File: config.mk
export PLATFORM = sky130hd
export DESIGN_NAME = box_pushout_collider
export DESIGN_NICKNAME = d
export VERILOG_FILES = /design/src/hw/rtl/bpc_pkg.sv /design/src/hw/rtl/box_pushout_collider.sv
export SDC_FILE = /design/constraint.sdc
export NUM_CORES = 2
export LEC_CHECK = 0
export ABC_AREA = 0
export BUFFER_PORTS_ARGS = -buffer_cell sky130_fd_sc_hd__buf_2
export CORE_UTILIZATION = 50
export DETAILED_ROUTE_END_ITERATION = 7
export GPL_TIMING_DRIVEN = 0
export PLACE_DENSITY = 0.66
export SETUP_SLACK_MARGIN = 0.5
export SKIP_CTS_REPAIR_TIMING = 1
export SLEW_MARGIN = 20
export SYNTH_ARGS = -nofsm -noshare
export SYNTH_HDL_FRONTEND = slang
export SYNTH_SLANG_ARGS = --single-unit
export TNS_END_PERCENT = 5
File: constraint.sdc
create_clock -name clock -period 14.6 [get_ports clock]
set_input_delay 2.19 -clock clock [delete_from_list [all_inputs] [get_ports clock]]
set_output_delay 2.19 -clock clock [all_outputs]
set_load 0.02 [all_outputs]
File: src/hw/rtl/bpc_pkg.sv
// Shared types and codes for the box push-out collider.
// Depends on nothing; the collider top level and its checker import it.
`default_nettype none

package bpc_pkg;

   // Function codes carried by the request word.
   typedef enum logic [1:0] {
      FUNC_WRITE = 2'd0,
      FUNC_PUSH  = 2'd1,
      FUNC_TEST  = 2'd2
   } func_type;

   // Configuration register indexes.
   localparam logic [1:0] CSR_BOX_HEIGHT  = 2'd0;
   localparam logic [1:0] CSR_PUSH_MARGIN = 2'd1;
   localparam logic [1:0] CSR_ACTIVE_AREA = 2'd2;

   localparam int unsigned CSR_DATA_W = 12;

   localparam logic [11:0] BOX_HEIGHT_RST  = 12'd900;
   localparam logic [9:0]  PUSH_MARGIN_RST = 10'd0;
   localparam logic [7:0]  ACTIVE_AREA_RST = 8'd0;

   // One table entry as held in the box memory.
   typedef struct packed {
      logic signed [15:0] cx;
      logic signed [15:0] cz;
      logic signed [15:0] foot;
      logic [11:0]        hx;
      logic [11:0]        hz;
      logic [7:0]         area;
      logic               solid;
   } box_entry_type;

endpackage

`default_nettype wire

File: src/hw/rtl/box_pushout_collider.sv
// Box push-out collider top level: box table memory, query sequencer and datapath.
// Depends on bpc_pkg for function codes, register indexes and the entry type.
//
// Usage:
//   The request channel (req_*) carries one word per operation. FUNC_WRITE stores
//   a box into slot req_box_index (ignored at or beyond MAX_BOXES) and returns
//   nothing. FUNC_PUSH pushes the point out of every taking-part box grown by
//   req_reach plus push_margin; FUNC_TEST checks the point against boxes grown by
//   req_reach, bounds included. Each query returns one rsp_* word. Code 3 is
//   dropped without a response.
//   The csr_* port writes box_height, push_margin and active_area; write it only
//   while no query is in flight.
//   Flow: a query holds req_stall high while the sequencer walks the table,
//   one slot read per cycle from the box memory, then through a bounds stage
//   and an update stage; the update stage is the only place that depends on the
//   position moved by the previous box.
//   Reset clears all slot valid bits and restores register defaults; memory
//   contents stay as they are but are never used until rewritten.
//   A stalled response holds in its output register; the next request is taken
//   meanwhile, and a query that finishes while the output is still full waits
//   in place with req_stall high until the word is taken.
`default_nettype none

module box_pushout_collider #(
   parameter int unsigned MAX_BOXES = 8
) (
   input  wire logic                  clock,
   input  wire logic                  reset,
   // request channel
   input  wire logic                  req_valid,
   output logic                       req_stall,
   input  wire logic [1:0]            req_func,
   input  wire logic [2:0]            req_box_index,
   input  wire logic signed [15:0]    req_pos_x,
   input  wire logic signed [15:0]    req_pos_y,
   input  wire logic signed [15:0]    req_pos_z,
   input  wire logic [11:0]           req_half_width_x,
   input  wire logic [11:0]           req_half_width_z,
   input  wire logic [7:0]            req_area_tag,
   input  wire logic                  req_solid_flag,
   input  wire logic [11:0]           req_reach,
   // response channel
   output logic                       rsp_valid,
   input  wire logic                  rsp_stall,
   output logic signed [15:0]         rsp_out_x,
   output logic signed [15:0]         rsp_out_z,
   output logic                       rsp_inside_solid,
   // configuration port
   input  wire logic                  csr_wr_en,
   input  wire logic [1:0]            csr_index,
   input  wire logic [bpc_pkg::CSR_DATA_W-1:0] csr_wdata
);
   import bpc_pkg::*;

   localparam int unsigned IDX_W = (MAX_BOXES > 1) ? $clog2(MAX_BOXES) : 1;
   localparam int unsigned CNT_W = $clog2(MAX_BOXES + 1);

   typedef enum logic [1:0] {
      ST_IDLE,
      ST_RUN,
      ST_HOLD
   } state_type;

   // Clamp an 18-bit signed position to the 16-bit range.
   function automatic logic signed [15:0] sat16(input logic signed [17:0] v);
      logic signed [15:0] r;
      if (v > 18'sd32767) r = 16'sh7fff;
      else if (v < -18'sd32768) r = 16'sh8000;
      else r = v[15:0];
      return r;
   endfunction

   // ---------------- configuration registers ----------------
   logic [11:0] box_height_ff;
   logic [9:0]  push_margin_ff;
   logic [7:0]  active_area_ff;

   always_ff @(posedge clock) begin
      if (reset) begin
         box_height_ff  <= BOX_HEIGHT_RST;
         push_margin_ff <= PUSH_MARGIN_RST;
         active_area_ff <= ACTIVE_AREA_RST;
      end else if (csr_wr_en) begin
         // out-of-range indexes fall through and change nothing
         if (csr_index == CSR_BOX_HEIGHT) box_height_ff <= csr_wdata[11:0];
         if (csr_index == CSR_PUSH_MARGIN) push_margin_ff <= csr_wdata[9:0];
         if (csr_index == CSR_ACTIVE_AREA) active_area_ff <= csr_wdata[7:0];
      end
   end

   // ---------------- request decode ----------------
   state_type state_ff;
   logic      req_accept;
   logic      wr_fire;
   logic      query_fire;
   logic [6:0] wr_idx_wide;

   assign req_stall   = (state_ff != ST_IDLE);
   assign req_accept  = req_valid && !req_stall;
   assign wr_idx_wide = 7'(req_box_index);
   assign wr_fire     = req_accept && (req_func == FUNC_WRITE) &&
                        (wr_idx_wide < 7'(MAX_BOXES));
   assign query_fire  = req_accept && ((req_func == FUNC_PUSH) || (req_func == FUNC_TEST));

   // ---------------- box memory and valid bits ----------------
   box_entry_type            box_mem [MAX_BOXES];
   logic [MAX_BOXES-1:0]     slot_valid_ff;
   box_entry_type            wr_entry;
   box_entry_type            rd_entry_ff;
   logic                     rd_slot_valid_ff;
   logic [CNT_W-1:0]         issue_cnt_ff;
   logic                     issue_go;
   logic [IDX_W-1:0]         rd_addr;
   logic                     s1_vld_ff;

   assign wr_entry.cx    = req_pos_x;
   assign wr_entry.cz    = req_pos_z;
   assign wr_entry.foot  = req_pos_y;
   assign wr_entry.hx    = req_half_width_x;
   assign wr_entry.hz    = req_half_width_z;
   assign wr_entry.area  = req_area_tag;
   assign wr_entry.solid = req_solid_flag;

   assign issue_go = (state_ff == ST_RUN) && (issue_cnt_ff != CNT_W'(MAX_BOXES));
   assign rd_addr  = issue_cnt_ff[IDX_W-1:0];

   always_ff @(posedge clock) begin
      if (wr_fire) box_mem[wr_idx_wide[IDX_W-1:0]] <= wr_entry;
      if (issue_go) begin
         rd_entry_ff      <= box_mem[rd_addr];
         rd_slot_valid_ff <= slot_valid_ff[rd_addr];
      end
   end

   always_ff @(posedge clock) begin
      if (reset) begin
         slot_valid_ff <= '0;
      end else if (wr_fire) begin
         slot_valid_ff[wr_idx_wide[IDX_W-1:0]] <= 1'b1;
      end
   end

   // ---------------- query context ----------------
   logic signed [15:0] x_ff, z_ff, y_ff;
   logic [12:0]        grow_ff;
   logic               push_mode_ff;
   logic               hit_ff;

   // ---------------- issue counter and stage valids ----------------
   logic s2_vld_ff;

   always_ff @(posedge clock) begin
      if (reset) begin
         issue_cnt_ff <= '0;
         s1_vld_ff    <= 1'b0;
         s2_vld_ff    <= 1'b0;
      end else begin
         if (query_fire) issue_cnt_ff <= '0;
         else if (issue_go) issue_cnt_ff <= issue_cnt_ff + CNT_W'(1);
         s1_vld_ff <= issue_go;
         s2_vld_ff <= s1_vld_ff;
      end
   end

   // ---------------- bounds stage: independent of the moving point ----------------
   logic signed [17:0] e_cx, e_cz, e_foot, e_hx, e_hz, e_grow, e_y, foot_lo;
   logic               part_in;
   logic signed [17:0] min_x_ff, max_x_ff, min_z_ff, max_z_ff;
   logic               part_ff;

   assign e_cx    = {{2{rd_entry_ff.cx[15]}}, rd_entry_ff.cx};
   assign e_cz    = {{2{rd_entry_ff.cz[15]}}, rd_entry_ff.cz};
   assign e_foot  = {{2{rd_entry_ff.foot[15]}}, rd_entry_ff.foot};
   assign e_hx    = {6'b0, rd_entry_ff.hx};
   assign e_hz    = {6'b0, rd_entry_ff.hz};
   assign e_grow  = {5'b0, grow_ff};
   assign e_y     = {{2{y_ff[15]}}, y_ff};
   assign foot_lo = e_foot - {6'b0, box_height_ff};
   assign part_in = rd_slot_valid_ff && rd_entry_ff.solid &&
                    (rd_entry_ff.area == active_area_ff) &&
                    (e_y <= e_foot) && (e_y >= foot_lo);

   always_ff @(posedge clock) begin
      if (s1_vld_ff) begin
         min_x_ff <= e_cx - e_hx - e_grow;
         max_x_ff <= e_cx + e_hx + e_grow;
         min_z_ff <= e_cz - e_hz - e_grow;
         max_z_ff <= e_cz + e_hz + e_grow;
         part_ff  <= part_in;
      end
   end

   // ---------------- update stage: penetration and push ----------------
   logic signed [17:0] x18, z18, pl, pr, pf, pb, best, dx, dz;
   logic               push_hit, test_hit;
   logic signed [15:0] x_new, z_new;

   assign x18 = {{2{x_ff[15]}}, x_ff};
   assign z18 = {{2{z_ff[15]}}, z_ff};
   assign pl  = x18 - min_x_ff;
   assign pr  = max_x_ff - x18;
   assign pf  = z18 - min_z_ff;
   assign pb  = max_z_ff - z18;
   assign push_hit = (pl > 18'sd0) && (pr > 18'sd0) && (pf > 18'sd0) && (pb > 18'sd0);
   assign test_hit = (pl >= 18'sd0) && (pr >= 18'sd0) && (pf >= 18'sd0) && (pb >= 18'sd0);

   // Smallest penetration wins; on a tie keep the earlier of left, right, front, back.
   always_comb begin
      best = pl;
      dx   = -pl;
      dz   = 18'sd0;
      if (pr < best) begin
         best = pr;
         dx   = pr;
         dz   = 18'sd0;
      end
      if (pf < best) begin
         best = pf;
         dx   = 18'sd0;
         dz   = -pf;
      end
      if (pb < best) begin
         dx = 18'sd0;
         dz = pb;
      end
   end

   assign x_new = sat16(x18 + dx);
   assign z_new = sat16(z18 + dz);

   always_ff @(posedge clock) begin
      if (query_fire) begin
         // latch the query; func 2 grows by req_reach alone
         x_ff         <= req_pos_x;
         y_ff         <= req_pos_y;
         z_ff         <= req_pos_z;
         push_mode_ff <= (req_func == FUNC_PUSH);
         grow_ff      <= (req_func == FUNC_PUSH) ?
                         (13'(req_reach) + 13'(push_margin_ff)) : 13'(req_reach);
         hit_ff       <= 1'b0;
      end else if (s2_vld_ff && part_ff) begin
         if (push_mode_ff) begin
            if (push_hit) begin
               x_ff   <= x_new;
               z_ff   <= z_new;
               hit_ff <= 1'b1;
            end
         end else if (test_hit) begin
            hit_ff <= 1'b1;
         end
      end
   end

   // ---------------- sequencer and response register ----------------
   logic               walk_done;
   logic               out_free;
   logic               rsp_load;
   logic               rsp_valid_ff;
   logic signed [15:0] rsp_out_x_ff;
   logic signed [15:0] rsp_out_z_ff;
   logic               rsp_inside_solid_ff;

   assign walk_done = (issue_cnt_ff == CNT_W'(MAX_BOXES)) && !s1_vld_ff && !s2_vld_ff;
   assign out_free  = !rsp_valid_ff || !rsp_stall;
   assign rsp_load  = (state_ff != ST_IDLE) && walk_done && out_free;

   assign rsp_valid        = rsp_valid_ff;
   assign rsp_out_x        = rsp_out_x_ff;
   assign rsp_out_z        = rsp_out_z_ff;
   assign rsp_inside_solid = rsp_inside_solid_ff;

   always_ff @(posedge clock) begin
      if (reset) begin
         state_ff     <= ST_IDLE;
         rsp_valid_ff <= 1'b0;
      end else begin
         // load a finished query, else drop a word once it is taken
         if (rsp_load) rsp_valid_ff <= 1'b1;
         else if (!rsp_stall) rsp_valid_ff <= 1'b0;
         unique case (state_ff)
            ST_IDLE: begin
               if (query_fire) state_ff <= ST_RUN;
            end
            ST_RUN, ST_HOLD: begin
               // hold the result until the output register is free
               if ((state_ff == ST_HOLD) || walk_done) begin
                  if (out_free) begin
                     rsp_out_x_ff        <= x_ff;
                     rsp_out_z_ff        <= z_ff;
                     rsp_inside_solid_ff <= hit_ff;
                     state_ff            <= ST_IDLE;
                  end else begin
                     state_ff <= ST_HOLD;
                  end
               end
            end
            default: state_ff <= ST_IDLE;
         endcase
      end
   end

endmodule

`default_nettype wire

# --- Yosys cells after proc, flatten, opt, wreduce, memory -nomap -nowiden ---
# Memory sizes are Yosys's and may differ from the RTL's. A register that Yosys moved wholly into a read port is not among the register bits.
# Index checks and enable logic that the tools add are counted.
word_totals:
  n_memories: 1
  ramBits: 648
  elab_cells: 162
  inputBits: 117
  output_inout_bits: 35
  regBits: 217
memory_table:
  columns: ["name", "words", "word_bits", "rd", "rd_clocked_by_memory_dff", "write_ports", "line", "rtl"]
  rows:
  - ["box_mem", 8, 81, 1, 1, 1, "box_pushout_collider.sv:106", "box_entry_type box_mem [MAX_BOXES];"]
classes:
  n_bitwise: 2
  magnitude_cmp: 21
  eq_ne: 13
  n_mux: 35
  reduce_logical: 46
  n_addsub: 19
op_table:
  columns: ["operator", "count"]
  rows:
  - ["two-way mux 16 bit", 12]
  - ["two-way mux 18 bit", 7]
  - [">= comparator 18 x 1 -> 1 bit, second input constant", 4]
  - ["> comparator 18 x 1 -> 1 bit, second input constant", 4]
  - ["< comparator 18 bit", 3]
  - ["subtractor 16 x 13 -> 17 bit", 3]
  - ["adder 16 x 18 -> 18 bit", 2]
  - ["adder 17 x 14 -> 18 bit", 2]
  - ["> comparator 18 x 16 -> 1 bit, second input constant", 2]
  - ["< comparator 18 x 16 -> 1 bit, second input constant", 2]
  - ["negator 18 bit", 2]
  - ["subtractor 16 x 18 -> 18 bit", 2]
  - ["subtractor 17 x 14 -> 18 bit", 2]
  - ["subtractor 18 x 16 -> 18 bit", 2]
  - ["adder 16 x 13 -> 17 bit", 2]
  - ["logical AND 1 bit", 21]
  - [">= comparator 16 x 17 -> 1 bit", 1]
  - ["less-or-equal comparator 16 bit", 1]
  - ["adder 12 x 10 -> 13 bit", 1]
  - ["< comparator 3 x 4 -> 1 bit, second input constant", 3]
  - ["two-way mux 12 bit", 1]
  - ["nonzero test 2 bit", 5]
  - ["two-way mux 1 bit", 9]
  - ["== test 8 bit", 1]
  - ["other kinds (21)", 42]

# --- Depth between registers and ports, before layout ---
logic_depth:
  word_depth: 15
  mapped_depth: 72
  mapped_depth_nobuf: 68

# --- Least setup slack after synthesis ---
# Ideal clock, no wire load.
synth_timing:
  kind: "register to register"
  from: "reg x_ff[0]"
  to: "reg z_ff[11], data pin"
  path_slack_ps: 1362
  arrival_time_ps: 12977
  t_required_ps: 14339
  path_buffers: 5
  setup_ps: 261
  synth_period_minus_slack_ps: 13238
  path_stages_with_launch: 67
  path_cell_list: "edfxtp_1 inv_1 ha_1 inv_1 fa_1 a211oi_1 o21ai_1 o21ai_0 o21bai_1 a21o_1 xor2_1 inv_1 ha_1 o211ai_1 o21ai_0 nand2_1 maj3_2 o211ai_1 [... 31 more ...] mux2_2 ha_1 a21o_1 a21oi_1 o21bai_1 a21oi_1 o21ai_0 a211oi_1 o21bai_1 a21oi_1 o21ai_0 a21o_1 a21oi_1 xnor2_1 xnor2_2 a21oi_2 buf_6 a221o_1"
synth_between:
  elab_chain_cells: 15
  elab_cells_between_ends: 18
  cone_classes: "add/sub: 3; order compare: 5; mux: 10"
synth_rtl:
  columns: ["element", "line", "rtl"]
  rows:
  - ["start: declaration", "box_pushout_collider.sv:144", "logic signed [15:0] x_ff, z_ff, y_ff;"]
  - ["start signal: assignment", "box_pushout_collider.sv:234", "x_ff <= req_pos_x;"]
  - ["start signal: assignment", "box_pushout_collider.sv:244", "x_ff <= x_new;"]
  - ["subtractor 18 x 16 -> 18 bit or subtractor 16 x 18 -> 18 bit (tied branches)", "box_pushout_collider.sv:201, box_pushout_collider.sv:200", null]
  - ["< comparator 18 bit", "box_pushout_collider.sv:212", "if (pr < best) begin"]
  - ["two-way mux 18 bit *", "box_pushout_collider.sv:212", null]
  - ["< comparator 18 bit", "box_pushout_collider.sv:217", "if (pf < best) begin"]
  - ["two-way mux 18 bit", "box_pushout_collider.sv:217", null]
  - ["< comparator 18 bit", "box_pushout_collider.sv:222", "if (pb < best) begin"]
  - ["two-way mux 18 bit *", "box_pushout_collider.sv:222", null]
  - ["adder 16 x 18 -> 18 bit *", "box_pushout_collider.sv:229", "assign z_new = sat16(z18 + dz);"]
  - ["< comparator 18 x 16 -> 1 bit", "box_pushout_collider.sv:68", "else if (v < -18'sd32768) r = 16'sh8000;"]
  - ["two-way mux 16 bit", "box_pushout_collider.sv:68", null]
  - ["two-way mux 16 bit *", "box_pushout_collider.sv:67", "if (v > 18'sd32767) r = 16'sh7fff;"]
  - ["two-way mux 16 bit *", "box_pushout_collider.sv:243", "if (push_hit) begin"]
  - ["two-way mux 16 bit *", "box_pushout_collider.sv:242", "if (push_mode_ff) begin"]
  - ["two-way mux 16 bit *", "box_pushout_collider.sv:241", "end else if (s2_vld_ff && part_ff) begin"]
  - ["two-way mux 16 bit *", "box_pushout_collider.sv:232", "if (query_fire) begin"]
  - ["end signal: assignment", "box_pushout_collider.sv:236", "z_ff <= req_pos_z;"]
  - ["end signal: assignment", "box_pushout_collider.sv:245", "z_ff <= z_new;"]
  - ["end: declaration", "box_pushout_collider.sv:144", null]
# Mark *: on every way between the ends. The rest lies on a longest branch, timed or not. The select of a mux whose other input is x is not followed.
# A chain may end at the register's enable or synchronous reset.

# --- Worst setup path in the final report ---
layout_timing:
  from: "reg x_ff[2]"
  to: "reg z_ff[13], data pin"
# Same word-level chain as after synthesis.

==> flow_summary.ini <==
[timing]
timing.final.crit_share_pct = 93.51
min_period_ns = 13.65
worst_slack_ns = 0.9476
relSlewSlack_pct = 26.82
setup_violations = 0
max_slew.worst_pin.slew_ns = 1.098
rsz0062_at_grt = true
slew_violations = 0
fmax_mhz = 73.25
skew_ns = 0.02291
hold_viol = 0

[synthesis]
synth-edff-count = 898
ys_seq_area_share_pct = 59.72
synth_xor_area_share_pct = 3.591
syn_area_mm2 = 0.04676
synthCells = 3221
avgSynthCellArea_um2 = 14.52
muxShareOfSynthArea_pct = 10.77
synth_warnings = 0
synth_compound_area_share_pct = 7.428
async_reset_ff_share_pct = 0
synth_cell_types = 85
synth-main-ff-cell = edfxtp_1
synth_top_family_by_area = multiplexers
yosys.area_share.simple_pct = 5.705
synth_nets = 3670
synth_fa_ha_area_share_pct = 9.838
ys_ff_latch = 946

[global_routing]
grtUsageTotal_pct = 24.00
grt_pass1_wl_um = 168200
grt_pass1_vias = 27420
grt_max_degree = 67
grt_overflow = 0
antenna_found_initial = 17

[placed_design]
globalplace.congestion = 0.8830
placed_cells = 4672
pre_cts_ws_ns = -2.692
io_buffers = 151
dp_hpwl_um = 83640

[status]
outcome = finished, final reports clean

[detailed_routing]
num_vias = 27550
drc = 0
wirelength_um = 113100
wire_per_inst_um = 23.12
drtIter0Drc = 2269
avgViaCountPerCell = 5.630
dr.pass1.iters = 5
postRouteAntennaNets = 0

[clocking]
clkLatencyLatePin_ns = 0.66
cts-root-buf = clkbuf_16
clock_path_buffers = 3
clkSinkCount = 946
htree_levels = 3
cts_buffers = 96
clkSlewWorstSetupHoldPaths_ns = 0.06
cts_tree = done

[finish]
multi_input_area_mm2 = 0.01791
finalNetCount = 4019
final_cells = 4894
drive_above_1_share_pct = 21.46
register_area_mm2 = 0.02793
syn2layout_area_growth_pct = 15.47
fill_cells = 7223

[setup_path]
start_kind = flop
cp_slowest_cell = or4b_4
crit_fanout = 7
criticalPathCategory = reg -> reg
worst-endpoint-required_ns = 15.01
critPathArrivalTime_ns = 14.07
cp_common_cell = a21o_1
crit_path_end_kind = flop
slowest_delay_ns = 0.56

[floorplan]
chipWidth_um = 307.8
ios = 152
floorplan.initialDensity_pct = 50.71
num_rows = 111
dieArea_mm2 = 0.09475
die_h_um = 307.8
core_area_mm2 = 0.09222

[flow_run]
cap_violations = 0

[min_path]
holdCritPathClass = reg -> reg
## stage by stage
stage / instance area, µm² / TNS, ns / hold slack, ns / utilization [%]
6_report: 54000 / 0 / 0.4436 / 58.55
5_1_grt: 53990 / 0 / 0.4556 / 58.55
2_1_floorplan: 46760 / 0 / 0.4090 / -
3_5_place_dp: 50090 / -76.73 / 0.4333 / 54.32
4_1_cts: 53210 / -80.61 / 0.4493 / 57.70
3_3_place_gp: 49070 / -129.40 / 0.4234 / 53.21
## per-layer routing
layer	vias to the layer above	track usage (%)	routed length, µm
met5	-	0	142
met4	22	7.254	3009
met3	184	3.696	6127
met2	735	39.93	54960
met1	13770	32.58	48890
li1	12840	-	-
## logic make-up (layout without fill, tap and decap cells)
group                    Yosys count  count (layout)
flip-flops                       946             946
AND/OR/NAND/NOR                  561             561
multiplexers                     286             286
adder cells (fa/ha/maj)          333             333
other                              0               2
AO/OA/AOI/OAI                    542             542
buffers and inverters            363             791
XOR/XNOR                         190             190
## layout by cell type, fill, tap and decap left out, types with 15 or more instances in the layout
cell | synthesis | layout
buf_4 | 0 | 67
fa_1 | 58 | 56
buf_2 | 2 | 156
a221o_1 | 15 | 15
mux4_2 | 164 | 164
edfxtp_1 | 898 | 898
a21oi_2 | 2 | 17
nand4_1 | 17 | 17
dfxtp_1 | 48 | 47
clkbuf_1 | 53 | 58
ha_1 | 274 | 269
nor2b_1 | 32 | 31
buf_1 | 23 | 18
clkinv_1 | 2 | 22
nor3_1 | 39 | 36
inv_1 | 281 | 277
a21oi_1 | 175 | 158
and2_1 | 15 | 15
nand2_1 | 153 | 151
mux2_2 | 93 | 92
clkinv_2 | 0 | 17
o21ai_0 | 111 | 98
nor2_1 | 183 | 174
mux2i_1 | 28 | 27
nand2b_1 | 26 | 26
o21a_1 | 22 | 22
clkbuf_16 | 0 | 97
o21bai_1 | 21 | 20
xor2_1 | 51 | 50
buf_16 | 0 | 16
a21o_1 | 69 | 69
nand3_1 | 32 | 32
xnor2_1 | 137 | 133
## worst paths after layout
check        startpoint          endpoint  slack [ns]  cells past startpoint
max reg2reg     x_ff[2]          z_ff[13]        0.95                     66
min              hit_ff  rsp_inside_solid        0.44                      0
min reg2reg      hit_ff  rsp_inside_solid        0.44                      0
max             x_ff[2]          z_ff[13]        0.95                     66
## cell type report
type | count | share of cell area (%)
flip-flops and latches | 946 | 51.73
multi-input cells | 1912 | 33.17
repair buffers | 251 | 3.721
clock buffers | 115 | 4.620
clock inverters | 62 | 1.161
diodes | 2 | 0.009269
plain buffers | 80 | 0.7299
well taps | 1243 | 2.880
inverters | 283 | 1.977
## synth_stat cells (all sizes together) (5+ instances only)
cell type / count / area, µm²
a21oi: 177 / 893.4
edfxtp: 898 / 26970
a211oi: 9 / 67.56
a211o: 6 / 52.55
ha: 274 / 3428
nand2: 153 / 574.3
o31ai: 14 / 105.1
mux4: 164 / 3694
nor4: 9 / 62.56
mux2: 93 / 1047
nand3: 32 / 160.2
o21ba: 5 / 50.05
o21a: 22 / 165.2
nor3: 41 / 221.5
nand2b: 26 / 162.7
nor2b: 32 / 200.2
xor2: 52 / 463.0
a311oi: 6 / 58.80
nand3b: 7 / 52.55
or4: 7 / 56.30
o21ai: 123 / 630.6
a21o: 69 / 518.0
mux2i: 29 / 294.0
inv: 281 / 1055
or2: 5 / 31.28
clkbuf: 53 / 198.9
or3: 10 / 62.56
a221o: 15 / 150.1
and2: 15 / 93.84
nand4: 17 / 106.4
and3: 8 / 50.05
fa: 58 / 1161
a31oi: 9 / 68.81
o21bai: 21 / 157.7
o211ai: 13 / 102.6
nor2: 184 / 693.2
nor3b: 6 / 50.05
dfxtp: 48 / 960.9
a21boi: 21 / 157.6
xnor2: 138 / 1216
buf: 27 / 118.9
## flip-flops by register name, indices dropped and copies added (netlist names), 18 cells and up
name	flops
max_z_ff	18
max_x_ff	18
min_x_ff	18
min_z_ff	18
box_mem	648
## worst max-delay path, delay by kind of cell (launching register included)
kind / cells / cell delay, ns
flops: 1 / 0.48
buf+inv: 8 / 1.25
compound gates: 40 / 7.52
simple gates: 8 / 1.45
fa+ha+maj: 5 / 1.56
mux: 3 / 0.69
xor+xnor: 2 / 0.41
Power is left out: the tool's default activity adds up to more than one toggle a clock period on the data nets, which glitch-free logic cannot reach.
